<file path="src/rtl/core/assert_macros.svh">
// assertion macros shared by the md5 core and digest engine rtl files
// no dependencies; include by bare file name
`ifndef ASSERT_MACROS_SVH
`define ASSERT_MACROS_SVH

// same-cycle implication
`define ASSERT_IMP(label, clk, rst_n, ante, cons) \
    label: assert property (@(posedge clk) disable iff (!rst_n) (ante) |-> (cons)) \
        else $error("same-cycle check failed");

// next-cycle implication
`define ASSERT_NEXT(label, clk, rst_n, ante, cons) \
    label: assert property (@(posedge clk) disable iff (!rst_n) (ante) |=> (cons)) \
        else $error("next-cycle check failed");

`endif

</file>
<file path="src/rtl/core/md5_pkg.sv">
// md5 shared types, constants and tables
// no dependencies
package md5_pkg;

    localparam int MD5_WORD_W    = 32;
    localparam int MD5_BLK_WORDS = 16;
    localparam int MD5_ADDR_W    = $clog2(MD5_BLK_WORDS);

    localparam logic [1:0] RND_F = 2'd0;
    localparam logic [1:0] RND_G = 2'd1;
    localparam logic [1:0] RND_H = 2'd2;
    localparam logic [1:0] RND_I = 2'd3;

    localparam logic [5:0] LAST_ROUND = 6'd63;

    // word a sits in entry 0
    localparam logic [3:0][31:0] MD5_IV = {
        32'h10325476, 32'h98BADCFE, 32'hEFCDAB89, 32'h67452301
    };

    localparam logic [31:0] MD5_K [64] = '{
        32'hD76AA478, 32'hE8C7B756, 32'h242070DB, 32'hC1BDCEEE,
        32'hF57C0FAF, 32'h4787C62A, 32'hA8304613, 32'hFD469501,
        32'h698098D8, 32'h8B44F7AF, 32'hFFFF5BB1, 32'h895CD7BE,
        32'h6B901122, 32'hFD987193, 32'hA679438E, 32'h49B40821,
        32'hF61E2562, 32'hC040B340, 32'h265E5A51, 32'hE9B6C7AA,
        32'hD62F105D, 32'h02441453, 32'hD8A1E681, 32'hE7D3FBC8,
        32'h21E1CDE6, 32'hC33707D6, 32'hF4D50D87, 32'h455A14ED,
        32'hA9E3E905, 32'hFCEFA3F8, 32'h676F02D9, 32'h8D2A4C8A,
        32'hFFFA3942, 32'h8771F681, 32'h6D9D6122, 32'hFDE5380C,
        32'hA4BEEA44, 32'h4BDECFA9, 32'hF6BB4B60, 32'hBEBFBC70,
        32'h289B7EC6, 32'hEAA127FA, 32'hD4EF3085, 32'h04881D05,
        32'hD9D4D039, 32'hE6DB99E5, 32'h1FA27CF8, 32'hC4AC5665,
        32'hF4292244, 32'h432AFF97, 32'hAB9423A7, 32'hFC93A039,
        32'h655B59C3, 32'h8F0CCC92, 32'hFFEFF47D, 32'h85845DD1,
        32'h6FA87E4F, 32'hFE2CE6E0, 32'hA3014314, 32'h4E0811A1,
        32'hF7537E82, 32'hBD3AF235, 32'h2AD7D2BB, 32'hEB86D391
    };

    localparam logic [4:0] MD5_ROT [16] = '{
        5'd7, 5'd12, 5'd17, 5'd22, 5'd5, 5'd9, 5'd14, 5'd20,
        5'd4, 5'd11, 5'd16, 5'd23, 5'd6, 5'd10, 5'd15, 5'd21
    };

    typedef struct packed {
        logic start;
        logic reinit;
    } md5_cmd_t;

    typedef struct packed {
        logic idle;
        logic done;
    } md5_stat_t;

    // message word index used by round r
    function automatic logic [3:0] md5_msg_idx(input logic [5:0] r);
        logic [3:0] lo;
        logic [3:0] q;
        begin
            lo = r[3:0];
            case (r[5:4])
                RND_F:   q = lo;
                RND_G:   q = (lo << 2) + lo + 4'd1;
                RND_H:   q = (lo << 1) + lo + 4'd5;
                RND_I:   q = (lo << 3) - lo;
                default: q = lo;
            endcase
            return q;
        end
    endfunction

endpackage

</file>
<file path="src/rtl/core/md5_ram.sv">
// generic single-write, single-read ram with registered read data
// no dependencies
module md5_ram #(
    parameter int WIDTH = 32,
    parameter int DEPTH = 16
) (
    input  logic                     clk,
    input  logic                     wr_en,
    input  logic [$clog2(DEPTH)-1:0] wr_addr,
    input  logic [WIDTH-1:0]         wr_data,
    input  logic [$clog2(DEPTH)-1:0] rd_addr,
    output logic [WIDTH-1:0]         rd_data
);

    logic [WIDTH-1:0] mem [DEPTH];

    always_ff @(posedge clk)
    begin
        if (wr_en)
        begin
            mem[wr_addr] <= wr_data;
        end
        rd_data <= mem[rd_addr];
    end

endmodule

</file>
<file path="src/rtl/core/md5_core.sv">
// md5 compression unit: one round per cycle over a shared adder and rotator
// depends on md5_pkg and assert_macros.svh; reads message words from md5_ram
`include "assert_macros.svh"

module md5_core
    import md5_pkg::*;
(
    input  logic                  clk,
    input  logic                  rst_n,
    input  md5_cmd_t              cmd,
    output md5_stat_t             stat,
    output logic [MD5_ADDR_W-1:0] rd_addr,
    input  logic [MD5_WORD_W-1:0] rd_data,
    output logic [3:0][31:0]      chain
);

    typedef enum logic [1:0] {C_IDLE, C_ROUND, C_ADD} cstate_t;

    cstate_t     state_reg, state_next;
    logic [5:0]  rnd_reg, rnd_next;
    logic [3:0][31:0] chain_reg, chain_next;
    logic [31:0] a_reg, b_reg, c_reg, d_reg;
    logic [31:0] a_next, b_next, c_next, d_next;

    logic [31:0] f_val;
    logic [31:0] sum;
    logic [63:0] rot_wide;
    logic [4:0]  rot_amt;
    logic [5:0]  rnd_inc;

    assign rnd_inc = rnd_reg + 6'd1;
    assign rd_addr = (state_reg == C_ROUND) ? md5_msg_idx(rnd_inc) : md5_msg_idx(6'd0);

    always_comb
    begin
        case (rnd_reg[5:4])
            RND_F:   f_val = (b_reg & c_reg) | (~b_reg & d_reg);
            RND_G:   f_val = (b_reg & d_reg) | (c_reg & ~d_reg);
            RND_H:   f_val = b_reg ^ c_reg ^ d_reg;
            RND_I:   f_val = c_reg ^ (b_reg | ~d_reg);
            default: f_val = b_reg ^ c_reg ^ d_reg;
        endcase
    end

    assign sum      = a_reg + f_val + rd_data + MD5_K[rnd_reg];
    assign rot_amt  = MD5_ROT[{rnd_reg[5:4], rnd_reg[1:0]}];
    assign rot_wide = {sum, sum} << rot_amt;

    always_comb
    begin
        state_next = state_reg;
        rnd_next   = rnd_reg;
        chain_next = chain_reg;
        a_next     = a_reg;
        b_next     = b_reg;
        c_next     = c_reg;
        d_next     = d_reg;
        case (state_reg)
            C_IDLE:
            begin
                if (cmd.start)
                begin
                    state_next = C_ROUND;
                    rnd_next   = 6'd0;
                    a_next     = chain_reg[0];
                    b_next     = chain_reg[1];
                    c_next     = chain_reg[2];
                    d_next     = chain_reg[3];
                end
                else if (cmd.reinit)
                begin
                    chain_next = MD5_IV;
                end
            end
            C_ROUND:
            begin
                a_next   = d_reg;
                d_next   = c_reg;
                c_next   = b_reg;
                b_next   = b_reg + rot_wide[63:32];
                rnd_next = rnd_inc;
                if (rnd_reg == LAST_ROUND)
                begin
                    state_next = C_ADD;
                end
            end
            C_ADD:
            begin
                chain_next[0] = chain_reg[0] + a_reg;
                chain_next[1] = chain_reg[1] + b_reg;
                chain_next[2] = chain_reg[2] + c_reg;
                chain_next[3] = chain_reg[3] + d_reg;
                state_next    = C_IDLE;
            end
            default:
            begin
                state_next = C_IDLE;
            end
        endcase
    end

    always_ff @(posedge clk or negedge rst_n)
    begin
        if (!rst_n)
        begin
            state_reg <= C_IDLE;
            rnd_reg   <= 6'd0;
            chain_reg <= MD5_IV;
        end
        else
        begin
            state_reg <= state_next;
            rnd_reg   <= rnd_next;
            chain_reg <= chain_next;
        end
    end

    always_ff @(posedge clk)
    begin
        a_reg <= a_next;
        b_reg <= b_next;
        c_reg <= c_next;
        d_reg <= d_next;
    end

    assign stat.idle = (state_reg == C_IDLE);
    assign stat.done = (state_reg == C_ADD);
    assign chain     = chain_reg;

    `ASSERT_NEXT(a_start_runs, clk, rst_n, cmd.start && state_reg == C_IDLE, state_reg == C_ROUND && rnd_reg == 6'd0)
    `ASSERT_NEXT(a_last_round, clk, rst_n, state_reg == C_ROUND && rnd_reg == LAST_ROUND, state_reg == C_ADD)
    `ASSERT_IMP(a_idle_rnd_zero, clk, rst_n, state_reg == C_IDLE, rnd_reg == 6'd0)

endmodule

</file>
<file path="src/rtl/core/md5_digest_engine.sv">
// md5 digest engine top level: byte intake, padding, digest output
// depends on md5_pkg, md5_ram, md5_core and assert_macros.svh
// processing: a byte that does not fill a block is stored; a byte that fills one starts a hash
// (64 rounds of the shared round unit and one chaining add)
// finishing: up to 72 padding bytes and one or two blocks, then 16 digest bytes
// intake: no byte is taken while a block is hashed, padded or output; the single round unit is the bound
// reset: asynchronous active low; initial vector loaded, bit count cleared, block buffer left as is
`include "assert_macros.svh"

module md5_digest_engine
    import md5_pkg::*;
(
    input  logic       clk,
    input  logic       rst_n,
    input  logic       in_valid,
    output logic       in_ready,
    input  logic [7:0] msg_byte,
    input  logic       byte_present,
    input  logic       end_of_message,
    output logic       out_valid,
    input  logic       out_ready,
    output logic [7:0] digest_byte,
    output logic [3:0] byte_index,
    output logic       last_byte
);

    typedef enum logic [1:0] {S_IDLE, S_HASH, S_PAD, S_OUT} state_t;

    state_t      state_reg, state_next;
    logic [60:0] byte_cnt_reg, byte_cnt_next;
    logic        end_pend_reg, end_pend_next;
    logic        pad_first_reg, pad_first_next;
    logic        len_phase_reg, len_phase_next;
    logic [3:0]  out_idx_reg, out_idx_next;
    logic [60:0] len_reg, len_next;
    logic [23:0] acc_reg, acc_next;

    logic        in_fire, out_fire;
    logic [5:0]  pos;
    logic        push_en;
    logic [7:0]  push_val;
    logic [63:0] len_bits;
    logic        blk_full;

    md5_cmd_t    cmd;
    md5_stat_t   stat;
    logic [MD5_ADDR_W-1:0] rd_addr;
    logic [MD5_WORD_W-1:0] rd_data;
    logic [3:0][31:0]      chain;
    logic        ram_wr_en;

    assign in_ready  = (state_reg == S_IDLE);
    assign out_valid = (state_reg == S_OUT);
    assign in_fire   = in_valid && in_ready;
    assign out_fire  = out_valid && out_ready;
    assign pos       = byte_cnt_reg[5:0];
    assign len_bits  = {len_reg, 3'b000};

    always_comb
    begin
        push_en  = 1'b0;
        push_val = 8'h00;
        case (state_reg)
            S_IDLE:
            begin
                push_en  = in_fire && byte_present;
                push_val = msg_byte;
            end
            S_PAD:
            begin
                push_en = 1'b1;
                if (pad_first_reg)
                begin
                    push_val = 8'h80;
                end
                else if (len_phase_reg || pos == 6'd56)
                begin
                    push_val = len_bits[{pos[2:0], 3'b000} +: 8];
                end
                else
                begin
                    push_val = 8'h00;
                end
            end
            default:
            begin
                push_en  = 1'b0;
                push_val = 8'h00;
            end
        endcase
    end

    assign blk_full  = push_en && (pos == 6'd63);
    assign ram_wr_en = push_en && (pos[1:0] == 2'b11);

    always_comb
    begin
        acc_next = acc_reg;
        if (push_en)
        begin
            case (pos[1:0])
                2'd0:    acc_next[7:0]   = push_val;
                2'd1:    acc_next[15:8]  = push_val;
                2'd2:    acc_next[23:16] = push_val;
                default: acc_next        = acc_reg;
            endcase
        end
    end

    always_comb
    begin
        state_next     = state_reg;
        byte_cnt_next  = byte_cnt_reg;
        end_pend_next  = end_pend_reg;
        pad_first_next = pad_first_reg;
        len_phase_next = len_phase_reg;
        out_idx_next   = out_idx_reg;
        len_next       = len_reg;
        cmd.start      = blk_full;
        cmd.reinit     = 1'b0;
        if (push_en)
        begin
            byte_cnt_next = byte_cnt_reg + 61'd1;
        end
        case (state_reg)
            S_IDLE:
            begin
                if (in_fire)
                begin
                    end_pend_next  = end_of_message;
                    pad_first_next = end_of_message;
                    len_phase_next = 1'b0;
                    if (blk_full)
                    begin
                        state_next = S_HASH;
                    end
                    else if (end_of_message)
                    begin
                        state_next = S_PAD;
                    end
                end
            end
            S_PAD:
            begin
                pad_first_next = 1'b0;
                if (pad_first_reg)
                begin
                    len_next = byte_cnt_reg;
                end
                else if (pos == 6'd56)
                begin
                    len_phase_next = 1'b1;
                end
                if (blk_full)
                begin
                    state_next = S_HASH;
                end
            end
            S_HASH:
            begin
                if (stat.done)
                begin
                    if (!end_pend_reg)
                    begin
                        state_next = S_IDLE;
                    end
                    else if (len_phase_reg)
                    begin
                        state_next   = S_OUT;
                        out_idx_next = 4'd0;
                    end
                    else
                    begin
                        state_next = S_PAD;
                    end
                end
            end
            S_OUT:
            begin
                if (out_fire)
                begin
                    out_idx_next = out_idx_reg + 4'd1;
                    if (out_idx_reg == 4'd15)
                    begin
                        state_next     = S_IDLE;
                        byte_cnt_next  = 61'd0;
                        end_pend_next  = 1'b0;
                        len_phase_next = 1'b0;
                        cmd.reinit     = 1'b1;
                    end
                end
            end
            default:
            begin
                state_next = S_IDLE;
            end
        endcase
    end

    always_ff @(posedge clk or negedge rst_n)
    begin
        if (!rst_n)
        begin
            state_reg     <= S_IDLE;
            byte_cnt_reg  <= 61'd0;
            end_pend_reg  <= 1'b0;
            pad_first_reg <= 1'b0;
            len_phase_reg <= 1'b0;
            out_idx_reg   <= 4'd0;
        end
        else
        begin
            state_reg     <= state_next;
            byte_cnt_reg  <= byte_cnt_next;
            end_pend_reg  <= end_pend_next;
            pad_first_reg <= pad_first_next;
            len_phase_reg <= len_phase_next;
            out_idx_reg   <= out_idx_next;
        end
    end

    always_ff @(posedge clk)
    begin
        len_reg <= len_next;
        acc_reg <= acc_next;
    end

    md5_ram #(
        .WIDTH (MD5_WORD_W),
        .DEPTH (MD5_BLK_WORDS)
    ) u_buf (
        .clk     (clk),
        .wr_en   (ram_wr_en),
        .wr_addr (pos[5:2]),
        .wr_data ({push_val, acc_reg}),
        .rd_addr (rd_addr),
        .rd_data (rd_data)
    );

    md5_core u_core (
        .clk     (clk),
        .rst_n   (rst_n),
        .cmd     (cmd),
        .stat    (stat),
        .rd_addr (rd_addr),
        .rd_data (rd_data),
        .chain   (chain)
    );

    assign digest_byte = chain[out_idx_reg[3:2]][{out_idx_reg[1:0], 3'b000} +: 8];
    assign byte_index  = out_idx_reg;
    assign last_byte   = (out_idx_reg == 4'd15);

    `ASSERT_IMP(a_wr_core_idle, clk, rst_n, ram_wr_en, stat.idle)
    `ASSERT_IMP(a_hash_core_busy, clk, rst_n, state_reg == S_HASH, !stat.idle)
    `ASSERT_NEXT(a_finish_clears, clk, rst_n, out_fire && last_byte, state_reg == S_IDLE && byte_cnt_reg == 61'd0)

endmodule

</file>
<file path="config.mk">
export PLATFORM = sky130hd
export DESIGN_NAME = md5_digest_engine
export DESIGN_NICKNAME = d
export VERILOG_FILES = /design/src/rtl/core/md5_pkg.sv /design/src/rtl/core/md5_ram.sv /design/src/rtl/core/md5_core.sv /design/src/rtl/core/md5_digest_engine.sv
export VERILOG_INCLUDE_DIRS = /design/src /design/src/rtl/core
export SDC_FILE = /design/constraint.sdc
export NUM_CORES = 2
export LEC_CHECK = 0
export BUFFER_PORTS_ARGS = -buffer_cell sky130_fd_sc_hd__buf_2
export CAP_MARGIN = 20
export CORE_ASPECT_RATIO = 1.4
export CORE_UTILIZATION = 70
export DETAILED_ROUTE_END_ITERATION = 10
export MAX_ROUTING_LAYER = met4
export PLACE_DENSITY = 0.86
export SLEW_MARGIN = 5
export SYNTH_ARGS = -nofsm -noshare
export SYNTH_HDL_FRONTEND = slang
export SYNTH_SLANG_ARGS = --single-unit
export TNS_END_PERCENT = 50
</file>
<file path="constraint.sdc">
create_clock -name clk -period 27.6 [get_ports clk]
set_input_delay 2.76 -clock clk [delete_from_list [all_inputs] [get_ports clk]]
set_output_delay 2.76 -clock clk [all_outputs]
set_load 0.05 [all_outputs]
</file>
======== Yosys cells after proc, flatten, opt, wreduce, memory -nomap -nowiden ========
Memories as Yosys holds them, arrays and structs flattened. A register that Yosys moved wholly into a read port is not among the register bits.
Index checks and enable logic that the tools add are counted.
word-level totals
  word-level logic and storage cells ...... 181
  latch bits .............................. 0
  bits in read-only memories .............. 2128
  memory bits (writable) .................. 512
  register bits after elaboration ......... 419
  memories kept ........................... 3
  bits of input ports ..................... 14
  output and inout bits ................... 15
memories
  memory           depth  bits a word  read ports  clocked after Yosys merged registers in  write ports  RTL line        text
  (no name shown)  64     32           1           0                                        0            md5_core.sv:45  assign sum = a_reg + f_val + rd_data + MD5_K[rnd_reg];
  u_buf.mem        16     32           1           1                                        1            md5_ram.sv:15   logic [WIDTH-1:0] mem [DEPTH];
  (no name shown)  16     5            1           0                                        0            md5_core.sv:46  assign rot_amt = MD5_ROT[{rnd_reg[5:4], rnd_reg[1:0]}];
operators by class
  magnitude comparators ................... 3
  divide/modulo/power cells ............... 0
  reductions and logical operators ........ 29
  add/subtract/negate cells ............... 16
  multiply operators ...................... 0
  equal/unequal tests ..................... 32
  bitwise logic cells ..................... 14
  muxes and demuxes ....................... 61
  shift operators ......................... 3
operators with widths
  cell                                            number
  adder 32 bit                                    8
  two-way mux 128 bit                             2
  case mux 128 bit (2 select lines)               1
  case mux 32 bit (2 select lines)                4
  two-way mux 61 bit                              4
  two-way mux 32 bit                              7
  bitwise AND 32 bit                              4
  case mux 32 bit (4 select lines)                1
  bitwise OR 32 bit                               3
  bitwise XOR 32 bit                              3
  binary-select mux 32 bit (select 2 bit)         1
  inverter 32 bit                                 2
  indexed part select 64 x 7 -> 8 bit             1
  << shifter 64 x 5 -> 64 bit                     1
  adder 61 x 1 -> 61 bit (second input constant)  1
  indexed part select 32 x 6 -> 8 bit             1
  two-way mux 4 bit                               5
  inequality test 2 bit (second input constant)   10
  equality test 2 bit (second input constant)     9
  equality test 6 bit (second input constant)     3
  two-way mux 2 bit                               9
  two-way mux 8 bit                               2
  case mux 4 bit (4 select lines)                 1
  case mux 8 bit (2 select lines)                 1
  33 further kinds                                74

======== Depth between registers and ports, before layout ========
  word-level depth ........................ 10
  gate-level depth with buffers ........... 41
  mapped depth without buffers ............ 40

======== Modules after synthesis ========
Synthesis repeated with hierarchy kept, for this count alone.
second synthesis, totals
  cell total of the unflattened synthesis .. 5087
  area, all modules ....................... 56405.3 um^2
by module, submodules not included
  module             times used  area each (um^2)  cells each
  md5_core           1           28619.9           3628
  md5_ram            1           19835.3           838
  md5_digest_engine  1           7950.1            621

======== Worst setup path before layout ========
Ideal clock, no wire load.
  path kind ............................... register -> register
  from .................................... register u_core.rnd_reg[1]
  to ...................................... register u_core.b_reg[30] (data pin)
  library setup time ...................... 268 ps
  stages on the path, launching flop included .. 38
  slack ................................... 18328 ps
  arrival time ............................ 9005 ps
  data required time ...................... 27332 ps
  clock period less this slack ............ 9272 ps
  path through ............................ dfrtp_1 clkbuf_1 clkinv_1 ha_1 clkbuf_1 nand2_1 o211ai_1 o31ai_1 mux4_2 fa_1 inv_1 fa_1 inv_1 ha_1 a21o_1 o21bai_1 or2_1 a211o_1 [2 not listed] xnor2_1 mux4_2 mux2i_1 mux2i_1 mux2_2 ha_1 fa_1 a21oi_1 o211ai_1 and4_1 o21ai_0 a21oi_1 o211ai_1 a21oi_1 a211o_1 a21oi_1 xor2_1 o21ai_0
on the way
  longest elaborated chain between the ends .. 8
  elaborated cells between the ends (all ways) .. 12
  classes of those cells .................. 2 x add/sub; 1 x shift; 5 x mux; 2 x bitwise; 2 x memory
RTL lines
  what                                                   RTL line         text
  from (decl)                                            md5_core.sv:20   logic [5:0] rnd_reg, rnd_next;
  from (signal assigned)                                 md5_core.sv:113  rnd_reg <= rnd_next;
  inverter 6 -> 7 bit (not written as such)              md5_core.sv:45
  memory (64 x 32 bit)                                   --
  two-way mux 32 bit (not written as such) (2 in a row)  md5_core.sv:45
  adder 32 bit                                           md5_core.sv:45
  << shifter 64 x 5 -> 64 bit *                          md5_core.sv:47   assign rot_wide = {sum, sum} << rot_amt;
  adder 32 bit *                                         md5_core.sv:80   b_next = b_reg + rot_wide[63:32];
  case mux 32 bit (2 select lines) *                     md5_core.sv:58   case (state_reg)
  named net u_core.b_next[30]                            md5_core.sv:23   logic [31:0] a_next, b_next, c_next, d_next;
  to (signal assigned)                                   md5_core.sv:121  b_reg <= b_next;
  to (decl)                                              md5_core.sv:22   logic [31:0] a_reg, b_reg, c_reg, d_reg;
The timed path passes the listed nets; every way through them passes the cells marked *. The select of a mux whose other input is x is not followed.
A chain may end at the register's enable or synchronous reset.

======== Worst setup path in the final report ========
  from .................................... register u_core.rnd_reg[0]
  to ...................................... register u_core.b_reg[30] (data pin)
Same word-level chain as after synthesis.

==> metrics.txt <==
crit path capture type=register; pre-CTS WS=16.54 ns; ys async rst share=21.39%; Post-Synthesis Cells=5641; GPL Wtd Cong=1.051; clk root buf=clkbuf_16; vias in the first global route=45835; Req. time, crit path=27.97 ns; Max VDD drop=0.06631 mV; layout cell share with drive strength beyond 1=8.613%; status=completed; total grt overflow=0; final worst slack=16.15 ns; cell taking the most area after synthesis=edfxtp_1; crit-path max cell delay=0.89 ns; initial antenna violation count=13; number of library cell types mapped by synthesis=97; Max Freq=87.37 MHz; Avg Inst Size Synth=10.11 um2; min Tclk post-route=11.45 ns; minimum hold slack=0.4937 ns; port bufs=28; Non-Filler Instances=6645; Hold Path Class=register to register; Sink Count=963; max reg flops=512; Die ar.=82600 um2; warnings from Yosys=0; Die H=339.7 um; Final Hold Viols=0; Initial Utilization=70.83%; Clock Skew=0.04917 ns; max_slew headroom=9.791%; top_reg_cell synth=edfxtp_1; DR DRC count=0; Setup Fix Bufs, Post-CTS=0; clock network fraction of total power=45.1%; max_cap viols=0; Cell Area, Synth=57010 um2; Area contributors post-synth=edfxtp_1 38%, dfrtp_1 6.2%, nand2_1 5.9%, ha_1 4.8%, a21oi_1 3.8%; Seq/Total Area, Yosys=48.50%; Combinational Power Share=0.3%; Post-CTS Resized=0; DR iter-0 viols=6363; Sw Ratio=20.12%; Synth top area share=38.19%; Leakage=23.61 nW; endpoints failing setup=0; DP Cell Count=6471; Syn-to-layout area delta=7.058%; DRT Pass-1 Iters=7; CTS max path bufs=3; first-pass GRT wire length=270600 um; EDFF count, synth=725; multi-input logic area=27450 um2; Worst-Margin Slew=1.347 ns; crit-path max FO=24; CP Launch Type=register; period utilisation layout=41.47%; DP HPWL=118200 um; nets@finish=5802; # IOs=29; Total GRT Usage=44.70%; largest net degree at the start of global routing=194; post-detailed-route count of antenna-violating nets=0; Worst EP arrival=11.82 ns; Core ar.=80490 um2; syn nets=5940; Inserted Clock Buffers=88; Setup TNS=0 ns; fillers=5237; Worst path slowest cell=dfrtp_1; FF+latch area=27660 um2; Sequential Power Share=54.5%; Die X-Extent=243.2 um; final WL=179200 um; Vias/cell=7.041; Cell Rows=123; Slew Viols, Final=0; Power Dens Cells=46.28 nW/um2; Clk Latency, worst-skew pair=0.69 ns; RSZ-0062 raised after global routing=false; FF+latch count, synth=963; routed vias=46787; Cell Int Power=0.002256 W; Psw=0.0005684 W; cts hold-fix bufs=0; CTS tree=yes; critical path class=register to register; wire per inst=26.97 um; clock-pin slew on the worst setup and hold paths=0.07 ns; htree depth=3
-- layout by cell type (no fill, tap or decap), types with 32 or more instances in the layout --
| cell type | n |
|---|---|
| a211oi_1 | 193 |
| a21o_1 | 61 |
| a21oi_1 | 434 |
| a311oi_1 | 85 |
| a31oi_1 | 121 |
| and2_1 | 150 |
| and3_1 | 37 |
| buf_4 | 70 |
| clkbuf_16 | 93 |
| dfrtp_1 | 137 |
| dfstp_2 | 64 |
| dfxtp_1 | 32 |
| edfxtp_1 | 725 |
| fa_1 | 68 |
| ha_1 | 217 |
| inv_1 | 217 |
| mux2i_1 | 91 |
| mux4_2 | 67 |
| nand2_1 | 900 |
| nand2b_1 | 36 |
| nand3_1 | 95 |
| nor2_1 | 334 |
| nor2b_1 | 55 |
| nor3_1 | 99 |
| o211ai_1 | 42 |
| o21a_1 | 33 |
| o21ai_0 | 304 |
| or3_1 | 36 |
| xnor2_1 | 157 |
| xor2_1 | 104 |
-- critical path, delay by kind of cell, from the launching register on --
family	cells	cell delay, ns
AOI/OAI and AO/OA	15	3.26
xor gates and xnor gates	1	0.16
muxes	5	1.49
adders and majority gates	7	3.06
DFF	1	0.89
buffers and inverters	5	1.21
and+or+nand+nor	6	1.10
-- cell families (layout without fill, tap and decap cells) --
| family | count (synthesis) | in the layout | share of synthesized area (%) |
|---|---|---|---|
| muxes | 179 | 179 | 4.657 |
| AOI/OAI and AO/OA | 1515 | 1515 | 16.90 |
| and+or+nand+nor | 1881 | 1881 | 14.95 |
| buffers and inverters | 554 | 486 | 3.760 |
| DFF | 963 | 963 | 48.50 |
| adders and majority gates | 285 | 285 | 7.151 |
| xor gates and xnor gates | 264 | 264 | 4.080 |
| other | 0 | 10 | 0 |
-- metal layers --
| metal | global-route usage (%) | routed length (um) | share of wire [%] | up-vias |
|---|---|---|---|---|
| met5 | - | 0 | 0 | - |
| met4 | 38.93 | 17810 | 9.9 | 0 |
| met3 | 8.404 | 16880 | 9.4 | 891 |
| met2 | 69.63 | 85150 | 48 | 3143 |
| met1 | 49.25 | 59360 | 33 | 22424 |
| li1 | - | - | - | 20329 |
-- per-stage QoR --
step	util [%]	area, um2	total power, W
floorplan	-	57010	0.001571
global placement	72.03	57970	0.001579
detailed placement	72.04	57980	0.001580
CTS	75.75	60970	0.002822
global route	75.82	61030	0.002876
finish	75.83	61030	0.002824
-- power groups by stage --
| stage | registers, W | logic [W] | clock network, W |
|---|---|---|---|
| finish | 0.00154 | 0.00000896 | 0.00128 |
| global route | 0.00154 | 0.0000100 | 0.00133 |
| CTS | 0.00154 | 0.00000913 | 0.00127 |
| detailed placement | 0.00157 | 0.00000903 | 0 |
| global placement | 0.00157 | 0.00000890 | 0 |
| floorplan | 0.00157 | 0.000000311 | 0 |
-- area by class of cell --
class                           count  share of cell area, %
Tap cell                         1062                  2.177
Multi-Input combinational cell   4124                  44.98
Antenna cell                       10                0.04100
Inverter                          223                  1.380
Timing Repair Buffer              103                  1.201
Clock buffer                      119                  4.154
Sequential cell                   963                  45.32
Clock inverter                     41                 0.7421
-- cell usage after synthesis (9+ instances only) --
master,n
nor2_1,348
mux2_2,20
a211oi_1,194
xnor2_1,159
or3_1,36
nor3_1,103
mux2i_1,92
dfxtp_1,32
buf_1,26
o31a_1,10
nor2b_1,57
a211o_1,19
o21ai_0,310
dfrtp_1,142
nand3b_1,10
o311ai_0,15
a21boi_0,10
a22o_1,11
nand4_1,31
o22a_1,9
ha_1,217
nor3b_1,14
fa_1,68
o211ai_1,42
o21a_1,33
and2_1,151
a21o_1,61
a21oi_1,435
dfstp_2,64
or2_2,13
nand3_1,95
o31ai_1,26
and3_1,38
nand2_1,902
a311oi_1,85
clkbuf_1,290
o21bai_1,26
edfxtp_1,725
o22ai_1,19
a31oi_1,123
nand2b_1,38
mux4_2,67
xor2_1,104
inv_1,218
-- final timing paths --
kind	from	cells after the start	slack (ns)	endpoint
max in group asynchronous	rst_n	3	23.54	u_core.chain[36]$_DFFE_PN0P_
worst min-delay path	byte_cnt_reg[25]$_DFF_PN0_	0	0.49	len_reg[25]$_DFFE_PP_
worst max register to register	u_core.rnd_reg[0]$_DFFE_PN0P_	39	16.15	u_core.b_reg[30]$_DFFE_PP_
worst max-delay path	u_core.rnd_reg[0]$_DFFE_PN0P_	39	16.15	u_core.b_reg[30]$_DFFE_PP_
worst min register to register	byte_cnt_reg[25]$_DFF_PN0_	0	0.49	len_reg[25]$_DFFE_PP_
min in group asynchronous	rst_n	1	1.95	u_core.rnd_reg[1]$_DFFE_PN0P_
(Power assumes the default switching activity.)
